### config.mk
export PLATFORM = sky130hd
export DESIGN_NAME = peer_wire_message_deframer_unit
export DESIGN_NICKNAME = d
export VERILOG_FILES = /design/src/rtl/pwd_pkg.sv /design/src/rtl/pwd_in_reg.sv /design/src/rtl/pwd_core.sv /design/src/rtl/pwd_out_reg.sv /design/src/rtl/peer_wire_message_deframer_unit.sv
export SDC_FILE = /design/constraint.sdc
export NUM_CORES = 1
export LEC_CHECK = 0
export BUFFER_PORTS_ARGS = -buffer_cell sky130_fd_sc_hd__buf_2
export CAP_MARGIN = 10
export CORE_UTILIZATION = 64
export CTS_CLUSTER_DIAMETER = 60
export DETAILED_ROUTE_END_ITERATION = 7
export MAX_ROUTING_LAYER = met4
export PLACE_DENSITY = 0.95
export SLEW_MARGIN = 20
export SYNTH_ARGS = -nofsm -noshare
export SYNTH_HDL_FRONTEND = slang
export SYNTH_SLANG_ARGS = --single-unit
### constraint.sdc
create_clock -name clk_i -period 15.51 [get_ports clk_i]
set_input_delay 1.551 -clock clk_i [delete_from_list [all_inputs] [get_ports clk_i]]
set_output_delay 1.551 -clock clk_i [all_outputs]
set_load 0.03 [all_outputs]
### src/rtl/pwd_pkg.sv
// Package for the peer-wire message deframer: phase and kind codes, the result word type
// and the handshake length. It has no dependencies.
`timescale 1ns / 1ps
`default_nettype none
package pwd_pkg;

  localparam int unsigned HandshakeBytes = 68;

  typedef enum logic [2:0] {
    PH_HANDSHAKE = 3'd0,
    PH_LEN1      = 3'd1,
    PH_LEN2      = 3'd2,
    PH_LEN3      = 3'd3,
    PH_LEN4      = 3'd4,
    PH_TYPE      = 3'd5,
    PH_PAYLOAD   = 3'd6
  } phase_e;

  typedef enum logic [1:0] {
    KIND_HANDSHAKE = 2'd0,
    KIND_KEEPALIVE = 2'd1,
    KIND_PAYLOAD   = 2'd2,
    KIND_NO_DATA   = 2'd3
  } kind_e;

  typedef struct packed {
    kind_e       kind;
    logic [7:0]  data;
    logic [7:0]  msg_type;
    logic [31:0] msg_length;
    logic [31:0] offset;
    logic        last;
  } result_t;

endpackage
`default_nettype wire

### src/rtl/pwd_in_reg.sv
// Input register of the deframer: holds one received stream byte until the core takes it.
// It has no dependencies.
`timescale 1ns / 1ps
`default_nettype none
module pwd_in_reg (
  input  wire logic       clk_i,
  input  wire logic       rst_ni,
  input  wire logic       in_valid_i,
  output logic            in_ready_o,
  input  wire logic [7:0] in_byte_i,
  output logic            held_valid_o,
  output logic [7:0]      held_byte_o,
  input  wire logic       take_i
);

  logic       valid_q, valid_d;
  logic [7:0] byte_q;
  logic       in_fire;

  assign in_ready_o = !valid_q || take_i;
  assign in_fire    = in_valid_i && in_ready_o;
  assign valid_d    = in_fire || (valid_q && !take_i);

  always_ff @(posedge clk_i or negedge rst_ni) begin
    if (!rst_ni) begin
      valid_q <= 1'b0;
    end else begin
      valid_q <= valid_d;
    end
  end

  always_ff @(posedge clk_i) begin
    if (in_fire) begin
      byte_q <= in_byte_i;
    end
  end

  assign held_valid_o = valid_q;
  assign held_byte_o  = byte_q;

endmodule
`default_nettype wire

### src/rtl/pwd_core.sv
// Framing state machine of the deframer: tracks handshake, length, type and payload
// phases and forms the result word for each byte that gives one. Depends on pwd_pkg.
`timescale 1ns / 1ps
`default_nettype none
module pwd_core
  import pwd_pkg::*;
(
  input  wire logic       clk_i,
  input  wire logic       rst_ni,
  input  wire logic       byte_valid_i,
  input  wire logic [7:0] byte_i,
  input  wire logic       out_free_i,
  output logic            take_o,
  output logic            res_valid_o,
  output result_t         res_o
);

  phase_e      phase_q, phase_d;
  logic [31:0] count_q, count_d;
  logic [31:0] len_q, len_d;
  logic [7:0]  type_q, type_d;
  logic        hs_last, pl_last;
  logic [31:0] len_shift;

  assign hs_last   = ({1'b0, count_q} + 33'd1) >= 33'(HandshakeBytes);
  assign pl_last   = ({1'b0, count_q} + 33'd2) >= {1'b0, len_q};
  assign len_shift = {len_q[23:0], byte_i};

  always_comb begin
    phase_d     = phase_q;
    count_d     = count_q;
    len_d       = len_q;
    type_d      = type_q;
    res_valid_o = 1'b0;
    res_o       = '{kind: KIND_HANDSHAKE, data: 8'd0, msg_type: 8'd0,
                    msg_length: 32'd0, offset: 32'd0, last: 1'b0};
    case (phase_q)
      PH_HANDSHAKE: begin
        res_valid_o = 1'b1;
        res_o = '{kind: KIND_HANDSHAKE, data: byte_i, msg_type: 8'd0,
                  msg_length: 32'(HandshakeBytes), offset: count_q, last: hs_last};
        if (hs_last) begin
          count_d = 32'd0;
          phase_d = PH_LEN1;
        end else begin
          count_d = count_q + 32'd1;
        end
      end
      PH_LEN2: begin
        len_d   = len_shift;
        phase_d = PH_LEN3;
      end
      PH_LEN3: begin
        len_d   = len_shift;
        phase_d = PH_LEN4;
      end
      PH_LEN4: begin
        len_d = len_shift;
        if (len_shift == 32'd0) begin
          res_valid_o = 1'b1;
          res_o = '{kind: KIND_KEEPALIVE, data: 8'd0, msg_type: 8'd0,
                    msg_length: 32'd0, offset: 32'd0, last: 1'b1};
          phase_d = PH_LEN1;
        end else begin
          phase_d = PH_TYPE;
        end
      end
      PH_TYPE: begin
        type_d  = byte_i;
        count_d = 32'd0;
        if (len_q == 32'd1) begin
          res_valid_o = 1'b1;
          res_o = '{kind: KIND_NO_DATA, data: 8'd0, msg_type: byte_i,
                    msg_length: len_q, offset: 32'd0, last: 1'b1};
          phase_d = PH_LEN1;
        end else begin
          phase_d = PH_PAYLOAD;
        end
      end
      PH_PAYLOAD: begin
        res_valid_o = 1'b1;
        res_o = '{kind: KIND_PAYLOAD, data: byte_i, msg_type: type_q,
                  msg_length: len_q, offset: count_q, last: pl_last};
        if (pl_last) begin
          count_d = 32'd0;
          phase_d = PH_LEN1;
        end else begin
          count_d = count_q + 32'd1;
        end
      end
      default: begin
        len_d   = {24'd0, byte_i};
        phase_d = PH_LEN2;
      end
    endcase
  end

  assign take_o = byte_valid_i && (!res_valid_o || out_free_i);

  always_ff @(posedge clk_i or negedge rst_ni) begin
    if (!rst_ni) begin
      phase_q <= PH_HANDSHAKE;
      count_q <= 32'd0;
      len_q   <= 32'd0;
      type_q  <= 8'd0;
    end else if (take_o) begin
      phase_q <= phase_d;
      count_q <= count_d;
      len_q   <= len_d;
      type_q  <= type_d;
    end
  end

endmodule
`default_nettype wire

### src/rtl/pwd_out_reg.sv
// Result register of the deframer: holds one result word until the sink takes it.
// Depends on pwd_pkg.
`timescale 1ns / 1ps
`default_nettype none
module pwd_out_reg
  import pwd_pkg::*;
(
  input  wire logic    clk_i,
  input  wire logic    rst_ni,
  input  wire logic    load_i,
  input  wire result_t res_i,
  output logic         free_o,
  output logic         out_valid_o,
  input  wire logic    out_ready_i,
  output result_t      res_o
);

  logic    valid_q, valid_d;
  result_t res_q;

  assign free_o  = !valid_q || out_ready_i;
  assign valid_d = load_i || (valid_q && !out_ready_i);

  always_ff @(posedge clk_i or negedge rst_ni) begin
    if (!rst_ni) begin
      valid_q <= 1'b0;
    end else begin
      valid_q <= valid_d;
    end
  end

  always_ff @(posedge clk_i) begin
    if (load_i) begin
      res_q <= res_i;
    end
  end

  assign out_valid_o = valid_q;
  assign res_o       = res_q;

endmodule
`default_nettype wire

### src/rtl/peer_wire_message_deframer_unit.sv
// Top level of the peer-wire message deframer: input register, framing core, result register.
// Depends on pwd_pkg, pwd_in_reg, pwd_core and pwd_out_reg.
//
//   Channel  Direction  Handshake               Word
//   in       sink       in_valid_i/in_ready_o   in_byte_i
//   out      source     out_valid_o/out_ready_i kind, byte, type, length, offset, last
//
// One byte is accepted per cycle when the sink keeps up. An accepted byte waits in the input register;
// its result enters the result register at the edge that takes the byte from there. Length bytes other
// than a keepalive's last, and type bytes before a payload, give no result and never wait on the sink.
// Reset clears the framing state to the start of the handshake; no clearing pass is needed.
// A stalled result holds the result register; the input keeps one byte more in its register.
`timescale 1ns / 1ps
`default_nettype none
module peer_wire_message_deframer_unit
  import pwd_pkg::*;
(
  input  wire logic        clk_i,
  input  wire logic        rst_ni,
  input  wire logic        in_valid_i,
  output logic             in_ready_o,
  input  wire logic [7:0]  in_byte_i,
  output logic             out_valid_o,
  input  wire logic        out_ready_i,
  output logic [1:0]       out_kind_o,
  output logic [7:0]       out_byte_o,
  output logic [7:0]       msg_type_out_o,
  output logic [31:0]      msg_length_out_o,
  output logic [31:0]      byte_offset_o,
  output logic             last_o
);

  logic       held_valid;
  logic [7:0] held_byte;
  logic       take;
  logic       res_valid;
  logic       out_free;
  result_t    core_res;
  result_t    out_res;

  pwd_in_reg u_in_reg (
    .clk_i        (clk_i),
    .rst_ni       (rst_ni),
    .in_valid_i   (in_valid_i),
    .in_ready_o   (in_ready_o),
    .in_byte_i    (in_byte_i),
    .held_valid_o (held_valid),
    .held_byte_o  (held_byte),
    .take_i       (take)
  );

  pwd_core u_core (
    .clk_i        (clk_i),
    .rst_ni       (rst_ni),
    .byte_valid_i (held_valid),
    .byte_i       (held_byte),
    .out_free_i   (out_free),
    .take_o       (take),
    .res_valid_o  (res_valid),
    .res_o        (core_res)
  );

  pwd_out_reg u_out_reg (
    .clk_i       (clk_i),
    .rst_ni      (rst_ni),
    .load_i      (take && res_valid),
    .res_i       (core_res),
    .free_o      (out_free),
    .out_valid_o (out_valid_o),
    .out_ready_i (out_ready_i),
    .res_o       (out_res)
  );

  assign out_kind_o       = out_res.kind;
  assign out_byte_o       = out_res.data;
  assign msg_type_out_o   = out_res.msg_type;
  assign msg_length_out_o = out_res.msg_length;
  assign byte_offset_o    = out_res.offset;
  assign last_o           = out_res.last;

endmodule
`default_nettype wire

==> out/qor.csv <==
stage;metric;value;unit
outcome;status;complete, no violations;
cells_and_area;area_growth_syn_to_layout;12.0;%
worst_setup_path;required;15.86;ns
clocking;cts.sinks;168;
sta;finalHoldViolations;0;
die;core;0.0135;mm²
sta;tns;0;ns
synth;synth_cell_type_count;68;
sta;finalCriticalPeriod;4.67;ns
sta;fmax;214;MHz
drt;drc;0;
worst_setup_path;arrival;5.02;ns
synth;netlist_instances;849;
placement;place_congestion;1.03;
clocking;cts_setup_buffers;0;
global_route;grt_usage;0.333;
global_route;grt_pass1_vias;6808;
worst_setup_path;worstPathMaxFanout;31;
synth;synth_enable_flop_cells;91;
global_route;antenna_found_initial;0;
drt;drt_iter0_drc;1015;
synth;synth-seq-cells;168;
worst_hold_path;hold_path_class;reg2reg;
cells_and_area;insertedDiodeCount;0;
clocking;numCtsBuffers;17;
worst_setup_path;path_class;reg2reg;
die;ios;97;
cells_and_area;seqCellArea;0.00466;mm²
clocking;clockBufferDepth;2;
cells_and_area;nets;960;
global_route;grt_start_max_net_pins;84;
clocking;cts_hold_buffers;0;
synth;yosysWarnings;0;
die;rows;42;
drt;num_vias;7129;
synth;syn_area;0.00894;mm²
die;die-area;0.0144;mm²
synth;synth-main-ff-cell;edfxtp_1;
synth;synth_nets;896;
drt;wirelength;22600;µm
sta;fin_skew;0.0127;ns
global_route;gr-total-overflow;0;
clocking;clkTransAtPathRegs;0.06;ns
placement;portBuffers;96;
die;start_util;0.664;
drt;ant_nets;0;
sta;rsz0062_at_grt;no;
clocking;cts_resized;0;
run;maxCapViolCount;0;
cells_and_area;drive_above_1_share;0.185;
synth;async_flop_share;0.458;
worst_setup_path;start_kind;flip-flop;
cells_and_area;fillers;864;
placement;hpwl;14700;µm
synth;seq_area_frac_synth;0.521;
die;die_h;120;µm
sta;relSlewSlack;0.421;
worst_setup_path;cp-end-kind;flip-flop;
cells_and_area;multi_input_comb_area;0.00385;mm²
power;pwr_density_cell;175;mW/mm²
drt;wl_per_cell;20.5;µm
sta;worstMarginPinSlew;0.862;ns
sta;timing.final.crit_share;0.301;
synth;avgSynthCellArea;10.5;µm²
sta;maxSlewViolCount;0;
global_route;grt_pass1_wl;35400;µm
power;ir_drop;80.1;µV
power;leakage;4.14;nW
sta;setup_viol;0;
drt;via_per_inst;6.47;
clocking;cts_root_buffer;clkbuf_16;
die;die_w;120;µm
cells_and_area;fin_util;0.744;
drt;drt_pass1_iterations;8;
clocking;cts_tree;built;
clocking;clock_latency;0.44;ns
clocking;htree_levels;4;
sequential cells by signal, summed over array words and instances (netlist names):
signal	cells
u_out_reg.res_o	83
u_in_reg.held_valid_o	1
u_out_reg.out_valid_o	1
u_core.len_q	32
u_core.count_q	32
u_in_reg.held_byte_o	8
u_core.type_q	8
u_core.phase_q	3
kinds of logic (layout without fill, tap and decap cells):
group | after synthesis | in the layout | synth area share
and+or+nand+nor | 357 | 357 | 0.213
xor gates and xnor gates | 71 | 71 | 0.0704
buffers and inverters | 96 | 173 | 0.0496
DFF | 168 | 168 | 0.521
AOI/OAI and AO/OA | 111 | 111 | 0.0833
muxes | 11 | 11 | 0.0137
adders and majority gates | 35 | 35 | 0.0490
synth_stat cells, drive strengths merged, types with 6 or more instances:
| cell type | n | area, µm² |
|---|---|---|
| o21ai | 41 | 205 |
| and2 | 43 | 269 |
| edfxtp | 91 | 2730 |
| a21oi | 15 | 75.1 |
| nor3 | 27 | 140 |
| nor4 | 24 | 171 |
| or3 | 7 | 53.8 |
| nor2 | 104 | 415 |
| dfrtp | 77 | 1930 |
| a21o | 14 | 105 |
| nand3 | 54 | 270 |
| xnor2 | 44 | 393 |
| nand2b | 6 | 37.5 |
| clkbuf | 26 | 98.8 |
| nand2 | 40 | 150 |
| nand4 | 20 | 159 |
| mux2 | 10 | 113 |
| ha | 35 | 438 |
| and4 | 8 | 70.1 |
| buf | 33 | 205 |
| nor2b | 14 | 87.6 |
| inv | 37 | 139 |
| xor2 | 27 | 236 |
path summary, 6_finish.rpt:
path                       slack, ns                     startpoint                              to  depth (start not counted)
setup / recovery               10.84  u_core.count_q[5]$_DFFE_PN0P_  u_core.count_q[28]$_DFFE_PN0P_                         18
hold / removal                  0.51   u_core.type_q[6]$_DFFE_PN0P_    u_core.type_q[6]$_DFFE_PN0P_                          1
setup reg to reg               10.84  u_core.count_q[5]$_DFFE_PN0P_  u_core.count_q[28]$_DFFE_PN0P_                         18
hold reg to reg                 0.51   u_core.type_q[6]$_DFFE_PN0P_    u_core.type_q[6]$_DFFE_PN0P_                          1
max in group asynchronous      13.83                         rst_ni    u_core.len_q[21]$_DFFE_PN0P_                          1
min in group asynchronous       1.13                         rst_ni  u_core.count_q[24]$_DFFE_PN0P_                          1
per-layer routing:
metal  vias to the layer above  wire, µm  track usage
li1                       3126         -            -
met5                         -         0            -
met2                       554     10600        0.501
met3                       121      2420       0.0840
met1                      3328      8510        0.417
met4                         0      1060        0.175
report_power, final:
group / switching (mW) / internal (mW) / total [mW]
clock network: 0.176 / 0.229 / 0.405
logic: 0.461 / 0.186 / 0.646
registers: 0.0861 / 0.616 / 0.702
total: 0.723 / 1.03 / 1.75
worst max-delay path, cell delays in order, from the launching register on:
cell,delay (ns)
dfrtp_1,0.60
nand3_1,0.18
nor2_1,0.19
nand2_1,0.22
nor2_1,0.23
nand3_1,0.21
nor3_1,0.41
nand3_1,0.15
xnor2_1,0.21
ha_1,0.28
nand3_1,0.13
nor3_1,0.08
a221oi_1,0.25
o311ai_0,0.20
a211oi_1,0.39
and2_1,0.30
a311oi_4,0.05
buf_4,0.30
a21oi_1,0.19
stage by stage:
stage	total power [mW]	hold slack, ns	instance area, µm²	cells	setup slack (ns)
after floorplan	1.14	0.481	8940	849	9.68
after global placement	1.27	0.490	9400	1068	11.16
after detailed placement	1.31	0.497	9400	1068	11.01
after CTS	1.73	0.510	9960	1100	10.94
after global routing	1.82	0.534	10000	1102	10.49
final	1.75	0.512	10000	1102	10.84
cell type report:
| type | count | share of cell area |
|---|---|---|
| clock buffer | 21 | 0.0460 |
| clock inverter | 11 | 0.0100 |
| sequential | 168 | 0.465 |
| timing repair buffer | 104 | 0.0579 |
| multi-input combinational | 585 | 0.385 |
| tap | 176 | 0.0220 |
| inverter | 37 | 0.0139 |
placed cells by master, fill, tap and decap left out, types with 6 or more instances in the layout:
cell type | netlist | layout
a21o_1 | 14 | 14
a21oi_1 | 15 | 15
and2_1 | 41 | 41
and4_1 | 8 | 8
buf_2 | 20 | 95
buf_4 | 3 | 6
clkbuf_16 | 0 | 17
dfrtp_1 | 77 | 77
edfxtp_1 | 91 | 91
ha_1 | 35 | 35
inv_1 | 37 | 37
mux2_2 | 10 | 10
nand2_1 | 40 | 40
nand2b_1 | 6 | 6
nand3_1 | 54 | 54
nand4_1 | 16 | 16
nor2_1 | 94 | 93
nor2_2 | 10 | 10
nor2b_1 | 14 | 13
nor3_1 | 26 | 25
nor4_1 | 22 | 22
o21ai_0 | 34 | 34
o21ai_1 | 7 | 7
xnor2_1 | 43 | 43
xor2_1 | 27 | 27
Power figures use the tool's default switching activity.
